--- src/rtl/core/gcm_pkg.sv ---
package gcm_pkg;

  // fixed field widths
  localparam int DEPTH_W  = 4;
  localparam int SIDE_W   = 6;
  localparam int S_DATA_W = 8;
  localparam int M_DATA_W = 8;
  localparam int M_USER_W = 2;

  // default grid capacity
  localparam int MAX_SIDE_DEF = 32;

  // stored entry: older row in the upper nibble, newer row in the lower
  localparam int ENTRY_W = 2 * DEPTH_W;

  // m_tuser bit positions
  localparam int USER_CAV = 0;
  localparam int USER_END = 1;

  typedef logic [DEPTH_W-1:0] depth_t;

  // the cell under test and its four neighbours
  typedef struct packed {
    depth_t mid;
    depth_t up;
    depth_t below;
    depth_t left;
    depth_t right;
  } nbr_t;

endpackage

--- src/rtl/core/gcm_ram.sv ---
module gcm_ram #(
  parameter int WIDTH = 8,
  parameter int DEPTH = 32,
  localparam int AW = (DEPTH > 1) ? $clog2(DEPTH) : 1
) (
  input  logic             clk,
  input  logic             we,
  input  logic [AW-1:0]    waddr,
  input  logic [WIDTH-1:0] wdata,
  input  logic [AW-1:0]    raddr,
  output logic [WIDTH-1:0] rdata
);

  logic [WIDTH-1:0] mem [DEPTH];

  always_ff @(posedge clk) begin
    if (we) begin
      mem[waddr] <= wdata;
    end
    rdata <= mem[raddr];
  end

endmodule

--- src/rtl/core/gcm_cav.sv ---
module gcm_cav import gcm_pkg::*; (
  input  nbr_t nbr,
  input  logic inner,
  output logic cav
);

  // strict maximum against all four neighbours, interior cells only
  assign cav = inner
             && (nbr.mid > nbr.up)
             && (nbr.mid > nbr.below)
             && (nbr.mid > nbr.left)
             && (nbr.mid > nbr.right);

endmodule

--- src/rtl/core/grid_cavity_marker_core.sv ---
// cavity map of a square grid of depth digits, 4-neighbour strict maximum
//
// s_tdata carries one depth digit per transaction, cells in raster order.
// m_tdata carries the depth of an emitted cell, m_tuser its cavity flag and
// end-of-row mark, m_tlast marks the last result caused by one input.
// results run one row behind the input: the cell at row r, column c emits
// the cell at row r-1, column c; the input that completes the grid also
// flushes the whole last row. cfg_we/cfg_data set the grid side (0 acts
// as 1, above MAX_SIDE acts as MAX_SIDE) and restart the grid at row 0.
// sequence: an input passes the idle, read and eval states, one for each of
// three accesses to the single row store (read own column, read right
// column, write back). eval registers the result, waiting on a full output
// register; a grid-completing input then reads and emits each flushed cell.
// reset empties the output register, sets the side to 1 and the position
// to row 0, column 0; stored rows are left as they are, no clearing pass.
// when the receiver stalls, the result waits in the output register and
// the block holds the item in flight; s_tready stays low until it is done.
module grid_cavity_marker_core import gcm_pkg::*; #(
  parameter int MAX_SIDE = MAX_SIDE_DEF
) (
  input  logic                clk,
  input  logic                rst,
  // depth [3:0]
  input  logic                s_tvalid,
  output logic                s_tready,
  input  logic [S_DATA_W-1:0] s_tdata,
  // cell_depth [3:0]
  output logic                m_tvalid,
  input  logic                m_tready,
  output logic [M_DATA_W-1:0] m_tdata,
  // is_cavity [0], row_end [1]
  output logic [M_USER_W-1:0] m_tuser,
  output logic                m_tlast,
  // grid_side [5:0]
  input  logic                cfg_we,
  input  logic [SIDE_W-1:0]   cfg_data
);

  localparam int AW = (MAX_SIDE > 1) ? $clog2(MAX_SIDE) : 1;
  localparam int NW = $clog2(MAX_SIDE + 1);

  localparam logic [2:0] ST_IDLE   = 3'd0;
  localparam logic [2:0] ST_READ   = 3'd1;
  localparam logic [2:0] ST_EVAL   = 3'd2;
  localparam logic [2:0] ST_FL_RD  = 3'd3;
  localparam logic [2:0] ST_FL_OUT = 3'd4;

  logic [2:0]    state;
  logic [NW-1:0] side;
  logic [NW-1:0] row_count;
  logic [NW-1:0] col_count;
  logic [NW-1:0] flush_col;
  depth_t        d_hold;
  depth_t        up_q;
  depth_t        mid_q;
  depth_t        left_hold;

  // output register
  logic          out_valid;
  depth_t        out_depth;
  logic          out_cav;
  logic          out_end;
  logic          out_last;

  // row store port
  logic                ram_we;
  logic [AW-1:0]       ram_waddr;
  logic [ENTRY_W-1:0]  ram_wdata;
  logic [AW-1:0]       ram_raddr;
  logic [ENTRY_W-1:0]  ram_rdata;

  logic          accept;
  logic          out_free;
  logic          pos_wrap;
  logic [NW-1:0] row_eff;
  logic [NW-1:0] col_eff;
  logic [NW:0]   col_inc;
  logic [NW:0]   row_inc;
  logic [NW:0]   flush_inc;
  logic          has_right;
  logic          row_done;
  logic          grid_done;
  logic          emit;
  logic          eval_go;
  logic          inner;
  logic          cav;
  logic          flush_end;
  nbr_t          nbr;

  assign accept   = s_tvalid && s_tready;
  assign s_tready = (state == ST_IDLE);
  assign out_free = !out_valid || m_tready;

  // position of the incoming cell; out of range restarts the grid
  assign pos_wrap = (row_count >= side) || (col_count >= side);
  assign row_eff  = pos_wrap ? '0 : row_count;
  assign col_eff  = pos_wrap ? '0 : col_count;

  assign col_inc   = {1'b0, col_count} + 1'b1;
  assign row_inc   = {1'b0, row_count} + 1'b1;
  assign flush_inc = {1'b0, flush_col} + 1'b1;
  assign has_right = col_inc < {1'b0, side};
  assign row_done  = !has_right;
  assign grid_done = row_done && (row_inc >= {1'b0, side});
  assign flush_end = (flush_inc == {1'b0, side});

  // first row of a grid produces nothing
  assign emit    = (row_count != '0);
  assign eval_go = (state == ST_EVAL) && (!emit || out_free);

  // interior: not the first two rows of input, not first or last column
  assign inner = (row_count >= NW'(2)) && (col_count != '0) && has_right;

  assign nbr.mid   = mid_q;
  assign nbr.up    = up_q;
  assign nbr.below = d_hold;
  assign nbr.left  = left_hold;
  assign nbr.right = has_right ? ram_rdata[DEPTH_W-1:0] : '0;

  gcm_cav u_cav (
    .nbr   (nbr),
    .inner (inner),
    .cav   (cav)
  );

  // read address: own column on accept, right column in read and eval so the
  // right neighbour stays on the read port, flush column while flushing
  always_comb begin
    case (state)
      ST_IDLE:   ram_raddr = col_eff[AW-1:0];
      ST_READ:   ram_raddr = col_inc[AW-1:0];
      ST_EVAL:   ram_raddr = col_inc[AW-1:0];
      ST_FL_RD:  ram_raddr = flush_col[AW-1:0];
      ST_FL_OUT: ram_raddr = flush_col[AW-1:0];
      default:   ram_raddr = '0;
    endcase
  end

  // write back: current middle moves to the older row, input to the newer
  assign ram_we    = eval_go;
  assign ram_waddr = col_count[AW-1:0];
  assign ram_wdata = {mid_q, d_hold};

  gcm_ram #(
    .WIDTH (ENTRY_W),
    .DEPTH (MAX_SIDE)
  ) u_rows (
    .clk   (clk),
    .we    (ram_we),
    .waddr (ram_waddr),
    .wdata (ram_wdata),
    .raddr (ram_raddr),
    .rdata (ram_rdata)
  );

  // sequencer and position counters
  always_ff @(posedge clk) begin
    if (rst) begin
      state     <= ST_IDLE;
      side      <= NW'(1);
      row_count <= '0;
      col_count <= '0;
      flush_col <= '0;
      left_hold <= '0;
    end else begin
      if (cfg_we) begin
        if (cfg_data == '0) begin
          side <= NW'(1);
        end else if (cfg_data > SIDE_W'(MAX_SIDE)) begin
          side <= NW'(MAX_SIDE);
        end else begin
          side <= cfg_data[NW-1:0];
        end
        row_count <= '0;
        col_count <= '0;
      end
      case (state)
        ST_IDLE: begin
          if (accept) begin
            row_count <= row_eff;
            col_count <= col_eff;
            state     <= ST_READ;
          end
        end
        ST_READ: begin
          state <= ST_EVAL;
        end
        ST_EVAL: begin
          if (eval_go) begin
            if (row_done) begin
              col_count <= '0;
              left_hold <= '0;
              if (grid_done) begin
                row_count <= '0;
                flush_col <= '0;
                state     <= ST_FL_RD;
              end else begin
                row_count <= row_inc[NW-1:0];
                state     <= ST_IDLE;
              end
            end else begin
              col_count <= col_inc[NW-1:0];
              left_hold <= mid_q;
              state     <= ST_IDLE;
            end
          end
        end
        ST_FL_RD: begin
          state <= ST_FL_OUT;
        end
        ST_FL_OUT: begin
          if (out_free) begin
            if (flush_end) begin
              state <= ST_IDLE;
            end else begin
              flush_col <= flush_inc[NW-1:0];
              state     <= ST_FL_RD;
            end
          end
        end
        default: state <= ST_IDLE;
      endcase
    end
  end

  // item payload
  always_ff @(posedge clk) begin
    if (accept) begin
      d_hold <= s_tdata[DEPTH_W-1:0];
    end
    if (state == ST_READ) begin
      up_q  <= ram_rdata[ENTRY_W-1:DEPTH_W];
      mid_q <= ram_rdata[DEPTH_W-1:0];
    end
  end

  // output register
  always_ff @(posedge clk) begin
    if (rst) begin
      out_valid <= 1'b0;
    end else if ((eval_go && emit) || (state == ST_FL_OUT && out_free)) begin
      out_valid <= 1'b1;
    end else if (m_tready) begin
      out_valid <= 1'b0;
    end
  end

  always_ff @(posedge clk) begin
    if (eval_go && emit) begin
      out_depth <= mid_q;
      out_cav   <= cav;
      out_end   <= row_done;
      out_last  <= !grid_done;
    end else if (state == ST_FL_OUT && out_free) begin
      out_depth <= ram_rdata[DEPTH_W-1:0];
      out_cav   <= 1'b0;
      out_end   <= flush_end;
      out_last  <= flush_end;
    end
  end

  assign m_tvalid           = out_valid;
  assign m_tdata            = {{(M_DATA_W - DEPTH_W){1'b0}}, out_depth};
  assign m_tuser[USER_CAV]  = out_cav;
  assign m_tuser[USER_END]  = out_end;
  assign m_tlast            = out_last;

endmodule

--- config.mk ---
export PLATFORM = sky130hd
export DESIGN_NAME = grid_cavity_marker_core
export DESIGN_NICKNAME = d
export VERILOG_FILES = /design/src/rtl/core/gcm_pkg.sv /design/src/rtl/core/gcm_ram.sv /design/src/rtl/core/gcm_cav.sv /design/src/rtl/core/grid_cavity_marker_core.sv
export SDC_FILE = /design/constraint.sdc
export NUM_CORES = 1
export LEC_CHECK = 0
export BUFFER_PORTS_ARGS = -buffer_cell sky130_fd_sc_hd__buf_2
export CAP_MARGIN = 10
export CORE_MARGIN = 2
export CORE_UTILIZATION = 35
export CTS_CLUSTER_DIAMETER = 40
export DETAILED_ROUTE_END_ITERATION = 8
export GPL_TIMING_DRIVEN = 0
export HOLD_SLACK_MARGIN = 0.15
export PLACE_DENSITY = 0.57
export SLEW_MARGIN = 20
export SYNTH_ARGS = -nofsm -noshare
export SYNTH_HDL_FRONTEND = slang
export SYNTH_SLANG_ARGS = --single-unit
--- constraint.sdc ---
create_clock -name clk -period 5.5 [get_ports clk]
set_clock_uncertainty 0.05 [all_clocks]
set_input_delay 0.825 -clock clk [delete_from_list [all_inputs] [get_ports clk]]
set_output_delay 0.825 -clock clk [all_outputs]
set_load 0.02 [all_outputs]
==> impl_metrics.tcl, run 1 <==
set metrics [dict create \
    syn_to_final_growth_pct 17.5 \
    initial_core_util 0.354 \
    die-area_um2 41800 \
    htree_levels 2 \
    hold_path_depth 0 \
    clk_pin_slew_ps 60 \
    slew_violations 0 \
    final-hold-violation-count 0 \
    root_buffer "clkbuf_16" \
    syn-cell-area_um2 14100 \
    gp_congestion 0.881 \
    port_buffers 22 \
    ys_seq_area_frac 0.644 \
    setup_tns_ps 0 \
    wl_per_cell_um 20.7 \
    post-cts-setup-buffers 0 \
    crit_start "col_count[0]" \
    critPathMaxFanout 10 \
    outcome "finished, final reports clean" \
    synth.ff_latch_count 315 \
    max-cap-violations 0 \
    drc 0 \
    slew_headroom 0.349 \
    diodes 0 \
    avgSynthCellArea_um2 13.0 \
    grt_max_degree 24 \
    reg2reg_to "out_cav" \
    fin_cells 1719 \
    hold_path.class "register to register" \
    grt_pass1_wl_um 53500 \
    fp.dieW_um 204 \
    grtUsageTotal 0.172 \
    holdCritStartpoint "u_rows.rdata[6]" \
    worstHoldEndpoint "up_q[2]" \
    synth_cell_types 68 \
    yosys_warnings 0 \
    ant_nets 0 \
    num-fill-cells 3627 \
    worst_slack_ps 1200 \
    rsz0062_at_grt "no" \
    hpwl_um 25000 \
    p_leak_nw 5.67 \
    grt_pass1_vias 8753 \
    die_h_um 204 \
    clkLatencyLatePin_ps 550 \
    grt-ovfl-total 0 \
    cts_buffers 42 \
    fin_nets 1231 \
    fin_crit_ps 4300 \
    drive_above_1_share 0.151 \
    placedCellCount 1645 \
    routed_wl_um 35600 \
    rrSetupSlack_ps 1200 \
    p_total_w 0.00666 \
    syn_inst 1081 \
    antenna_found_initial 1 \
    multiInputGateArea_um2 4600 \
    cp.required_ps 5740 \
    drt-pass1-iter-count 7 \
    cts_sinks 315 \
    end_kind "register" \
    finalCritPeriodShare 0.782 \
    cp-start-kind "register" \
    worstPathArrival_ps 4540 \
    irDropWorstVdd_mv 0.205 \
    synth_edf_count 275 \
    drtIter0Drc 750 \
    via_per_inst 5.26 \
    via_count 9034 \
    core_um2 39700 \
    pin_count 32 \
    cts_tree "done" \
    clock_path_buffers 3 \
    setup_viol 0 \
    rows 73 \
    synthArstFlopShare 0 \
    cts_resized 0 \
    fmax_mhz 233 \
    timing.rr.start "col_count[0]" \
    worstMarginPinSlew_ps 972 \
    dp_worst_setup_slack_ps 1240 \
    cts_hold_buf 0 \
    seqCellArea_um2 9060 \
    rr_worst_depth 18 \
    p_per_area_nw_per_um2 403 \
    path_class "register to register" \
    yosys_most_used_dff "edfxtp_1" \
]
synth_stat cells (3+ instances only):
cell type	count	share of area
nor3_1	7	0.0025
dfxtp_1	40	0.057
buf_4	15	0.0080
nor4_1	4	0.0018
nand3b_1	3	0.0016
ha_1	48	0.043
nor2_1	70	0.019
nor2b_1	8	0.0036
nand4_1	9	0.0040
o2bb2ai_1	7	0.0044
o22ai_1	9	0.0040
nand3_1	34	0.012
a31oi_1	14	0.0062
o21a_1	6	0.0032
mux2_2	9	0.0072
o221ai_1	6	0.0037
xor2_1	4	0.0025
nand2b_1	12	0.0053
o21ai_0	20	0.0071
a211oi_1	9	0.0048
nor3b_1	4	0.0021
or3_1	4	0.0018
a22o_1	20	0.012
o32a_1	7	0.0050
buf_6	8	0.0064
and3_1	20	0.0089
a22oi_1	6	0.0032
clkbuf_1	14	0.0037
nor2_2	4	0.0018
a21oi_1	58	0.021
inv_1	23	0.0061
edfxtp_1	275	0.59
and2_1	4	0.0018
a211oi_2	7	0.0062
xnor2_1	13	0.0081
a311oi_1	4	0.0025
mux2i_1	69	0.049
nand2_1	154	0.041
a31o_2	3	0.0019
a2bb2oi_1	6	0.0037
buf_2	13	0.0046
through the flow:
step	util	hold WS [ps]	area [um2]
after global placement	0.374	337	14800
after global routing	0.416	364	16500
after CTS	0.416	354	16500
after floorplan	-	336	14100
final	0.416	352	16500
after detailed placement	0.380	339	15100
cell families after synthesis:
family	after synthesis	synth area share
AND/OR/NAND/NOR	344	0.113
multiplexers	78	0.0563
adder cells (fa/ha/maj)	48	0.0427
XOR/XNOR	17	0.0106
buffers and inverters	76	0.0302
AO/OA/AOI/OAI	202	0.103
other	1	0.000267
flip-flops	315	0.644
cell type report:
class	count	area share
Inverter	23	0.00522
Tap cell	525	0.0397
Sequential cell	315	0.548
Clock buffer	47	0.0673
Buffer	53	0.0205
Multi-Input combinational cell	693	0.278
Timing Repair Buffer	36	0.0222
Clock inverter	27	0.0186
routing by layer:
metal,vias up,track usage,wire [um]
li1,4237,-,-
met1,4437,0.236,16100
met2,283,0.266,16000
met3,77,0.0364,2340
met4,0,0.0704,1250
met5,-,0,0
worst max-delay path, cell delays in order, from the launching register on:
cell	delay [ps]
dfxtp_1	460
inv_1	200
ha_1	400
ha_1	280
nor2b_1	130
o21a_1	160
o21a_1	160
o21a_1	160
o21a_1	220
nor2_1	260
clkbuf_1	390
nand2_1	120
ha_1	300
nor2b_1	130
o21ai_0	140
nand2b_1	90
a21oi_1	150
nor4_1	70
and3_1	180
state kept, by name (all words and copies together), names as in the netlist, 6 cells and up:
| signal | cells |
|---|---|
| flush_col | 6 |
| side | 6 |
| u_rows.rdata | 8 |
| u_rows.mem | 256 |
| col_count | 6 |
| row_count | 6 |
where the power goes:
part / switching (W) / internal, W
registers: 0.0000589 / 0.00276
logic: 0.000719 / 0.000395
clock network: 0.00106 / 0.00167
total: 0.00184 / 0.00482
worst max-delay path by stage:
stage	to	slack, ps	cells past startpoint
global placement	out_cav	1290	18
floorplan	out_cav	1850	18
finish	out_cav	1200	18
global route	out_cav	920	18
CTS	out_cav	1210	18
detailed placement	out_cav	1240	18
placed cells by master, fill, tap and decap left out, types with 23 or more instances in the layout:
master	netlist	routed
a21oi_1	58	58
buf_2	13	35
clkbuf_16	0	44
dfxtp_1	40	40
edfxtp_1	275	275
ha_1	48	48
inv_1	23	23
mux2i_1	69	69
nand2_1	154	154
nand3_1	34	34
nor2_1	70	70
Power figures use the tool's default switching activity.
==> inputs of run 2 (changes only) <==
--- a/config.mk
+++ b/config.mk
@@ -5,6 +5,7 @@
 export SDC_FILE = /design/constraint.sdc
 export NUM_CORES = 1
 export LEC_CHECK = 0
+export ABC_AREA = 1
 export BUFFER_PORTS_ARGS = -buffer_cell sky130_fd_sc_hd__buf_2
 export CAP_MARGIN = 10
 export CORE_MARGIN = 2
==> constraint.sdc (replaced) <==
create_clock -name clk -period 4.05 [get_ports clk]
set_clock_uncertainty 0.05 [all_clocks]
set_input_delay 0.6075 -clock clk [delete_from_list [all_inputs] [get_ports clk]]
set_output_delay 0.6075 -clock clk [all_outputs]
set_load 0.02 [all_outputs]
==> impl_metrics.tcl, run 2 <==
set metrics [dict create \
    outcome "finished, final reports clean" \
    routed_wl_um 41300 \
    rrSetupSlack_ps 390 \
    p_per_area_nw_per_um2 524 \
    clkLatencyLatePin_ps 550 \
    rr_worst_depth 19 \
    timing.rr.start "col_count[1]" \
    path_class "register to register" \
    largest-register "u_rows.mem" \
    setup_tns_ps 0 \
    critPathMaxFanout 6 \
    placed_cell_area_um2 16500 \
    synthTopCellsByArea "edfxtp_1, nand3_1, nand2_1, inv_1, dfxtp_1" \
    cts_sinks 315 \
    grt_pass1_wl_um 64300 \
    drtIter0Drc 1080 \
    ant_nets 0 \
    syn_to_final_growth_pct 17.2 \
    cts_buffers 45 \
    slew_headroom 0.265 \
    final-hold-violation-count 0 \
    grt_max_degree 21 \
    slew_violations 0 \
    largest_reg_flops 256 \
    multiInputGateArea_um2 4930 \
    hold_path.class "primary input to register" \
    worstPathArrival_ps 3950 \
    crit_slowest_cell "dfxtp_1" \
    drc 0 \
    hold_path_depth 1 \
    reg2reg_to "out_cav" \
    avgSynthCellArea_um2 9.74 \
    worstMarginPinSlew_ps 1090 \
    end_kind "register" \
    port_buffers 22 \
    yosysMostFrequentCell "nand3_1" \
    fmax_mhz 273 \
    irDropWorstVdd_mv 0.242 \
    ys_seq_area_frac 0.587 \
    antenna_found_initial 0 \
    p_leak_nw 7.42 \
    rows 76 \
    yosysTopAreaCell "edfxtp_1" \
    grt_busiest_layer "met2" \
    clock_path_buffers 3 \
    cp-start-kind "register" \
    max-cap-violations 0 \
    die-area_um2 45800 \
    rsz0062_at_grt "no" \
    reg.largest.list "u_rows.mem x256, u_rows.rdata x8" \
    grt-ovfl-total 0 \
    worstHoldEndpoint "d_hold[1]" \
    die_h_um 214 \
    yosys_most_used_dff "edfxtp_1" \
    synth_cell_types 41 \
    syn_inst 1583 \
    diodes 0 \
    gp_congestion 0.900 \
    gr-usage-met1 0.242 \
    grtUsageTotal 0.181 \
    grtUsageMet3 0.0284 \
    yosys.area.top_type_share 0.535 \
    cpMostUsedCell "nand2_1" \
    yosys_warnings 0 \
    syn-cell-area_um2 15400 \
    setup_viol 0 \
    cp.required_ps 4340 \
    drive_above_1_share 0.120 \
    synthArstFlopShare 0 \
    critical_path.max_stage_delay_ps 480 \
    cts_tree "done" \
    initial_core_util 0.356 \
    grt_pass1_vias 11300 \
    fin_nets 1737 \
    clk_pin_slew_ps 60 \
    synth.top_cells.by_count "nand3_1, nand2_1, edfxtp_1" \
    cp_cell_sequence "ha_1 > nand2_1 > nor2_1 > nor3_2 > ha_1 > nand2_1 > inv_1 > o21ai_1 > nand2_1 > inv_2 > nand2_1 > inv_1 > nand2_1 > ha_1 > nand2_1 > inv_1 > nand3_1 > o2111ai_1 > nor4_1" \
    wl_per_cell_um 18.0 \
    via_per_inst 4.95 \
    post-cts-setup-buffers 0 \
    synth_edf_count 275 \
    finalCritPeriodShare 0.903 \
    num-fill-cells 4147 \
    synth.ff_latch_count 315 \
    met2_usage 0.302 \
    mostFrequentLayoutCells "nand3_1, nand2_1, edfxtp_1" \
    htree_levels 2 \
    fp.dieW_um 214 \
    seqCellArea_um2 9060 \
    via_count 11300 \
    hpwl_um 29400 \
    root_buffer "clkbuf_16" \
    layout_commonest_cell "nand3_1" \
    fin_crit_ps 3660 \
    utilization 0.418 \
    pin_count 32 \
    core_um2 43300 \
    holdCritStartpoint "s_tdata[1]" \
    drt-pass1-iter-count 5 \
    final_cell_area_um2 18100 \
]
run 2: report_power, final:
group          internal, W  switching (W)  total, W
logic             0.000558        0.00115   0.00171
registers          0.00371      0.0000981   0.00381
clock network      0.00247        0.00148   0.00396
total              0.00674        0.00274   0.00948
run 2: how the worst max path moves through the flow:
stage                 start  endpoint  slack, ps
6_report       col_count[1]   out_cav        390
5_1_grt        col_count[1]   out_cav         40
4_1_cts        col_count[0]   out_cav        190
3_5_place_dp   col_count[0]   out_cav        220
3_3_place_gp   col_count[0]   out_cav        220
2_1_floorplan  col_count[0]   out_cav       1100
run 2: metal layers:
layer,up-vias,part of all wire
met2,341,0.47
met3,79,0.059
li1,5493,-
met4,0,0.025
met1,5434,0.45
met5,-,0
run 2: worst max-delay path, delay by kind of cell, from the launching register on:
| family | cells | cell delay (ps) |
|---|---|---|
| AO/OA/AOI/OAI | 2 | 230 |
| adder cells (fa/ha/maj) | 3 | 860 |
| buffers and inverters | 4 | 420 |
| flip-flops | 1 | 480 |
| AND/OR/NAND/NOR | 10 | 1390 |
run 2: final cells by class:
class / count / area share
sequential: 315 / 0.501
multi-input combinational: 936 / 0.273
clock buffer: 56 / 0.0697
inverter: 255 / 0.0530
tap: 585 / 0.0405
buffer: 80 / 0.0270
timing repair buffer: 37 / 0.0206
clock inverter: 27 / 0.0150
run 2: logic make-up (layout without fill, tap and decap cells):
| logic type | after synthesis | count (layout) | synth area share |
|---|---|---|---|
| flip-flops | 315 | 315 | 0.587 |
| XOR/XNOR | 14 | 14 | 0.00795 |
| other | 1 | 4 | 0.000243 |
| adder cells (fa/ha/maj) | 48 | 48 | 0.0389 |
| AO/OA/AOI/OAI | 90 | 90 | 0.0355 |
| buffers and inverters | 335 | 455 | 0.0937 |
| AND/OR/NAND/NOR | 780 | 780 | 0.236 |
run 2: through the flow:
stage          std cells  hold slack [ps]  worst slack [ps]  power, W
2_1_floorplan       1586              336              1100   0.00493
3_3_place_gp        2193              340               223   0.00548
3_5_place_dp        2208              339               219   0.00557
4_1_cts             2291              163               189   0.00951
5_1_grt             2291              169              40.4   0.00986
6_report            2291              177               393   0.00948
run 2: timing repair:
action                                  4_1_cts  5_1_grt
resized for setup                             0        2
endpoints found under the setup margin        0        1
hold buffers                                  0        0
==> inputs of run 3 (changes only) <==
--- a/config.mk
+++ b/config.mk
@@ -9,12 +9,12 @@
 export BUFFER_PORTS_ARGS = -buffer_cell sky130_fd_sc_hd__buf_2
 export CAP_MARGIN = 10
 export CORE_MARGIN = 2
-export CORE_UTILIZATION = 35
+export CORE_UTILIZATION = 63
 export CTS_CLUSTER_DIAMETER = 40
 export DETAILED_ROUTE_END_ITERATION = 8
 export GPL_TIMING_DRIVEN = 0
 export HOLD_SLACK_MARGIN = 0.15
-export PLACE_DENSITY = 0.57
+export PLACE_DENSITY = 0.87
 export SLEW_MARGIN = 20
 export SYNTH_ARGS = -nofsm -noshare
 export SYNTH_HDL_FRONTEND = slang
==> impl_metrics.tcl, run 3 (same netlist as run 2, synthesis figures left out) <==
set metrics [dict create \
    path_delay_family "simple AND/OR/NAND/NOR gates" \
    multiInputGateArea_um2 4940 \
    hpwl_um 27800 \
    rows 57 \
    die-area_um2 25700 \
    swShare 0.300 \
    largest-register "u_rows.mem" \
    routed_wl_um 40900 \
    cp.required_ps 4330 \
    rrSetupSlack_ps 120 \
    outcome "finished, final reports clean" \
    wl_per_cell_um 20.3 \
    worst_slack_ps 122 \
    clock_path_buffers 3 \
    gp_congestion 0.968 \
    critical_path.max_stage_delay_ps 470 \
    cp_num_buf_inv 4 \
    fin_crit_ps 3930 \
    setup_viol 0 \
    drtIter0Drc 1755 \
    final-hold-violation-count 0 \
    finalCritPeriodShare 0.970 \
    cts_tree "done" \
    cts_buffers 37 \
    cpMostUsedCell "nand2_1" \
    largest_reg_flops 256 \
    diodes 0 \
    grt_pass1_vias 12000 \
    reg.largest.list "u_rows.mem x256, u_rows.rdata x8" \
    dp_worst_setup_slack_ps 166 \
    hold_path_depth 1 \
    cts_hold_buf 0 \
    p_seq_frac 0.435 \
    antenna_found_initial 0 \
    holdCritStartpoint "s_tdata[1]" \
    cp_cell_sequence "ha_1 > nand2_1 > nor2_1 > nor3_2 > ha_1 > nand2_1 > inv_1 > o21ai_1 > nand2_1 > inv_2 > nand2_1 > inv_1 > nand2_1 > ha_1 > nand2_1 > inv_1 > nand3_1 > o2111ai_1 > nor4_1" \
    worstPathArrival_ps 4200 \
    setup_tns_ps 0 \
    seqCellArea_um2 9060 \
    root_buffer "clkbuf_16" \
    rsz0062_at_grt "no" \
    crit_slowest_cell "dfxtp_1" \
    slew_violations 0 \
    grt_pass1_wl_um 63500 \
    clk_pin_slew_ps 60 \
    fmax_mhz 255 \
    fin_nets 1726 \
    core_um2 24200 \
    via_per_inst 6.04 \
    end_kind "register" \
    grtUsageTotal 0.320 \
    timing.rr.start "col_count[1]" \
    irDropWorstVdd_mv 0.290 \
    drt-pass1-iter-count 9 \
    worstMarginPinSlew_ps 886 \
    critPathMaxFanout 6 \
    ant_nets 0 \
    port_buffers 22 \
    clkPwrFrac 0.365 \
    path_class "register to register" \
    cts_sinks 315 \
    mostFrequentLayoutCells "nand3_1, nand2_1, edfxtp_1" \
    pin_count 32 \
    initial_core_util 0.638 \
    power.switching_w 0.00264 \
    syn_to_final_growth_pct 12.6 \
    reg2reg_to "out_cav" \
    p_per_area_nw_per_um2 506 \
    grt_max_degree 22 \
    fp.dieW_um 160 \
    p_leak_nw 7.23 \
    max-cap-violations 0 \
    layout_commonest_cell "nand3_1" \
    htree_levels 2 \
    num-fill-cells 1563 \
    p_int_w 0.00615 \
    drive_above_1_share 0.111 \
    grt-ovfl-total 0 \
    slew_headroom 0.407 \
    clkLatencyLatePin_ps 530 \
    pwr-share-comb 0.200 \
    drc 0 \
    die_h_um 160 \
    via_count 12200 \
    hold_path.class "primary input to register" \
    worstHoldEndpoint "d_hold[1]" \
    cp-start-kind "register" \
    rr_worst_depth 19 \
]
[run 3: cell types whose count changed in the layout (fill, tap and decap cells not counted), moves of 2 or more]
cell	change
clkbuf_16	-8
clkinvlp_4	-2
clkbuf_1	+4
clkbuf_8	-3
inv_6	+3
buf_8	-5
clkinv_1	-4
clkinv_4	-3
bufinv_16	-3
[run 3: cell type report]
cell class / instances / share of cell area
Buffer: 80 / 0.0281
Tap cell: 324 / 0.0233
Clock buffer: 49 / 0.0595
Clock inverter: 18 / 0.00836
Multi-Input combinational cell: 936 / 0.284
Timing Repair Buffer: 34 / 0.0194
Inverter: 255 / 0.0551
Sequential cell: 315 / 0.522
[run 3: power by group through the flow]
stage / sequential, W / clock, W / combinational (W)
after floorplan: 0.00388 / 0 / 0.00105
after global placement: 0.00397 / 0 / 0.00144
after detailed placement: 0.00389 / 0 / 0.00166
after CTS: 0.00382 / 0.00319 / 0.00169
after global routing: 0.00384 / 0.00333 / 0.00189
final: 0.00383 / 0.00321 / 0.00175
[run 3: routing by layer]
metal,vias to the layer above,wire length (um),global-route usage,share of wire
li1,5461,-,-,-
met1,5618,14400,0.400,0.35
met2,893,19400,0.526,0.48
met3,181,4890,0.0759,0.12
met4,0,2200,0.161,0.054
met5,-,0,0,0
[run 3: repair_timing]
action / in CTS / in global routing
endpoints found under the setup margin: 0 / 1
gates resized for setup: 0 / 2
buffers inserted: 0 / 0
[run 3: worst max-delay path by stage]
stage / from / to / slack, ps / cells past startpoint
floorplan: col_count[0] / out_cav / 1100 / 21
global placement: col_count[0] / out_cav / 250 / 21
detailed placement: col_count[0] / out_cav / 170 / 20
CTS: col_count[0] / out_cav / 80 / 20
global route: col_count[0] / out_cav / 50 / 19
finish: col_count[1] / out_cav / 120 / 19
[run 3: metrics by stage]
stage | util | instance area (um2) | instances | hold slack (ps) | total power [W]
floorplan | - | 15400 | 1586 | 336 | 0.00493
global placement | 0.660 | 15900 | 1932 | 337 | 0.00541
detailed placement | 0.669 | 16200 | 1944 | 339 | 0.00555
CTS | 0.718 | 17400 | 2011 | 206 | 0.00870
global route | 0.718 | 17400 | 2011 | 211 | 0.00906
finish | 0.718 | 17400 | 2011 | 208 | 0.00879
